**config.mk**
```make
export PLATFORM = sky130hd
export DESIGN_NAME = khce_ram
export DESIGN_NICKNAME = d
export VERILOG_FILES = /design/src/rtl/khce_ram.sv
export SDC_FILE = /design/constraint.sdc
export NUM_CORES = 2
export LEC_CHECK = 0
export BUFFER_PORTS_ARGS = -buffer_cell sky130_fd_sc_hd__buf_4
export CAP_MARGIN = 30
export CORE_UTILIZATION = 60
export CTS_BUF_LIST = sky130_fd_sc_hd__clkbuf_2 sky130_fd_sc_hd__clkbuf_4 sky130_fd_sc_hd__clkbuf_8
export CTS_CLUSTER_DIAMETER = 80
export DETAILED_ROUTE_END_ITERATION = 12
export PLACE_DENSITY = 0.76
export SLEW_MARGIN = 20
export SYNTH_ARGS = -nofsm -noshare
export SYNTH_HDL_FRONTEND = slang
export SYNTH_SLANG_ARGS = --single-unit
```
**constraint.sdc**
```tcl
create_clock -name i_clk -period 4.8 [get_ports i_clk]
set_input_delay 0.96 -clock i_clk [delete_from_list [all_inputs] [get_ports i_clk]]
set_output_delay 0.96 -clock i_clk [all_outputs]
set_load 0.01 [all_outputs]
```
**src/rtl/khce_ram.sv**
```systemverilog
// ---------------------------------------------------------------------------
// khce_ram: generic single-write, single-read RAM
// One write port, one read port, read data registered.
// ---------------------------------------------------------------------------
module khce_ram #(
    parameter int WIDTH = 32,
    parameter int DEPTH = 64
) (
    input  logic                     i_clk,
    input  logic                     i_we,
    input  logic [$clog2(DEPTH)-1:0] i_waddr,
    input  logic [WIDTH-1:0]         i_wdata,
    input  logic [$clog2(DEPTH)-1:0] i_raddr,
    output logic [WIDTH-1:0]         o_rdata
);

    logic [WIDTH-1:0] r_mem [DEPTH];
    logic [WIDTH-1:0] r_rdata;

    always_ff @(posedge i_clk) begin
        if (i_we) begin
            r_mem[i_waddr] <= i_wdata;
        end
        r_rdata <= r_mem[i_raddr];
    end

    assign o_rdata = r_rdata;

endmodule

```
=== Word-level counts from Yosys, hierarchy flattened ===
Memories as Yosys holds them, arrays and structs flattened. A register that Yosys moved wholly into a read port is not among the register bits.
Index checks and enable logic that the tools add are counted.

* Flip-flop bits (word level): 0
* Memory bits (writable): 2048
* Bits of input ports: 46
* Output and inout bits: 32
* Logic and storage cells: 3
* Memories: 1

{| class="wikitable"
|+ Memory list
! memory !! depth !! bits a word !! rd ports !! clocked after Yosys merged registers in !! write ports !! line !! source
|-
| r_mem || 64 || 32 || 1 || 1 || 1 || 17 || <nowiki>logic [WIDTH-1:0] r_mem [DEPTH];</nowiki>
|}

* Multiplexer cells: 2

{| class="wikitable"
|+ Operators by type and width
! cell !! number
|-
| $mux 1 || 2
|}

=== Depth between registers and ports, before layout ===
* Word-level depth: 2
* Gate-level depth with buffers: 10
* Gate-level depth less buffers: 5

=== Least setup slack after synthesis ===
OpenSTA, ideal clock, no wires.

* Path kind: input port to flip-flop
* From: input port i_waddr[3]
* To: memory r_mem[48][0], enable pin
* Setup time: 461 ps
* Arrival: 3659 ps
* Data required time: 4339 ps
* Path slack: 680 ps
* Stages on the path: 4
* Path buffers: 1
* Cell sequence: clkbuf_1 nor2b_1 nand4b_1 nor3_1

{| class="wikitable"
|+ RTL lines
! item !! line !! source
|-
| start, declared || 11 || <nowiki>input logic [$clog2(DEPTH)-1:0] i_waddr,</nowiki>
|-
| end, declared || 17 ||
|}

No word-level cell before the write port.

==> results.txt <==
status - finished, final reports clean
Worst Tran Pin Value - 1020 ps
top post-synthesis cells by area - edfxtp_1 78%, mux4_2 16%, mux2i_1 1.2%
maxcap violations - 0
Final ANT Viol Nets - 0
most common cell after layout, fill and taps aside - edfxtp_1
All-Layer GR Usage - 29.2%
Fill cells - 7,536
drt first-iter violations - 5,358
Fin Clk Skew - 58.2 ps
dpl ws - 573 ps
Max-slew headroom - 32.1%
Wirelength per Cell - 33.3 µm
initial core utilization - 60.6%
simple-gate share of the synthesized area - 1.27%
Worst-path clk slew - 60 ps
#FFs+latches synth - 2,080
synth warn - 0
hold buffers post-CTS - 0
Hold Vio Cnt, Final - 0
post-synthesis sequential area ratio - 79.1%
via count - 38,500
multiplexer area fraction after synthesis - 16.8%
Setup WS post-layout - 1490 ps
Nets - 3,748
die width - 364 µm
achievable frequency - 0.302 GHz
post-synth top area share - 78.3%
CTS tree - done
drt total wl - 189,000 µm
number of setup buffers added after CTS - 0
commonest non-fill, non-tap cells in the layout - 2,048 x edfxtp_1, 544 x mux4_2, 341 x clkbuf_8, 202 x buf_4, 110 x clkbuf_4
clock tree buffer depth - 4
1st-pass router iterations - 6
final slew viol count - 0
worst path required time - 5610 ps
Synth Area in XOR/XNOR - 0%
Die Y-Extent - 364 µm
setup TNS - 0 ps
area of the core - 0.130 mm²
largest net degree at the start of global routing - 69
placed cells - 5,114
via density per instance - 6.77
Synth Area in Compound Gates - 1.67%
WS Path Type - in2reg
Port Buffers - 77
CTS H-tree lvls - 5
Cell Pwr Density - 410 mW/mm²
largest family of logic cells by synthesized area - multiplexers
Rows - 132
total gr overflow - 0
setup violators final - 0
Post-Syn Area - 0.0785 mm²
Arrival @ worst endpoint - 4120 ps
Clock Latency Late Sink - 1000 ps
TritonCTS Buffers - 328
synthesized-area fraction occupied by adder cells - 0%
final hold slack - 508 ps
Post-DP HPWL - 109,000 µm
root buffer cell - clkbuf_8
post-synth cell types - 34
footprint of the multi-input gates - 0.0160 mm²
synthesized netlist cell count - 3,324
FF+latch area - 0.0621 mm²
vias in the first global route - 39,400
DR DRC count - 0
Worst Setup End Kind - register
RSZ-0062 raised after global routing - no
I/O pin cnt - 78
worst vdd ir - 318 µV
first-pass GRT wire length - 272,000 µm
Hold WC Path Type - in2reg
Cell Count, Final, Fillers Out - 5,684
syn nets - 3,370
Post-Syn Area per Cell - 23.6 µm²
DIE AREA - 0.132 mm²
Post-CTS Resized - 0
clock sink count - 2,080
leakage - 0.0279 µW
crit share post-route - 68.9%
Final Util - 68.3%
Tmin final - 3310 ps
Area Growth Syn to Fin - 12.7%
GPL Wtd Cong - 0.840
largest area contributor in the netlist - edfxtp_1
startpoint types - primary input
initial antenna violation count - 4
share of post-route cells with drive strength above 1 - 34.1%
worst-path fanout max - 60
cells by family after synthesis:
family / after synthesis
mux: 637
compound gates: 202
simple gates: 223
flops: 2080
buf+inv: 182
area by class of cell:
type                    instances  share of cell area [%]
diodes                          5                  0.0141
repair buffers                230                    2.33
multi-input cells            1062                    18.0
flip-flops and latches       2080                    70.2
well taps                    1742                    2.46
clock inverters               114                   0.711
clock buffers                 451                    6.24
through the flow:
step	instance area [µm²]	total power, µW
detailed placement	82300	22400
global route	88500	37300
floorplan	78500	21500
CTS	88500	36400
global placement	82300	22300
finish	88500	36300
state kept, by name, indices dropped and copies added (netlist names):
register	cells
r_mem	2048
o_rdata	32
synthesized netlist by cell type:
library cell  number
edfxtp_1        2048
mux4_2           544
nor2_1           137
mux2i_1           93
o22ai_1           84
clkbuf_1          74
a21oi_1           62
buf_2             57
dfxtp_1           32
o221ai_1          27
nand2_1           26
buf_4             25
buf_1             21
nor2b_1           15
a22oi_1           12
a311oi_1           8
nand2b_1           8
nor3_1             7
buf_6              5
nand3_1            5
nand3b_1           5
a41o_1             4
and3_1             4
o32ai_1            4
or3_1              3
or3b_2             3
and2_1             2
nand4_1            2
or3b_1             2
a31oi_1            1
nand4b_1           1
or2_0              1
or2_1              1
or2_2              1
where the power goes:
part | leakage, µW | internal (µW) | switching, µW
Clock | 0.00328 | 7680 | 6570
Sequential | 0.0187 | 20100 | 84.5
Combinational | 0.00593 | 708 | 1120
path summary, 6_finish.rpt:
check	from	end	slack [ps]	depth (start not counted)
max reg2reg	r_mem[3][2]$_DFFE_PP_	o_rdata[2]$_DFF_P_	2310	4
min	i_wdata[11]	r_mem[6][11]$_DFFE_PP_	510	1
min reg2reg	r_mem[29][8]$_DFFE_PP_	o_rdata[8]$_DFF_P_	770	4
max	i_raddr[0]	o_rdata[2]$_DFF_P_	1490	6
critical path, cell delays in order:
cell and delay (ps):
buf_8 600, buf_4 410, mux4_2 560, mux4_2 500, o22ai_1 790, nor2_1 150
routing by layer:
metal / GRT usage, % / up-vias / part of all wire, % / wire length, µm
met2: 45.2 / 2676 / 48 / 91500
met4: 12.7 / 0 / 4.2 / 7950
li1: - / 15100 / - / -
met1: 41.0 / 20300 / 37 / 69900
met3: 6.03 / 475 / 11 / 20100
met5: 0 / - / 0 / 0
Power figures use the tool's default switching activity.
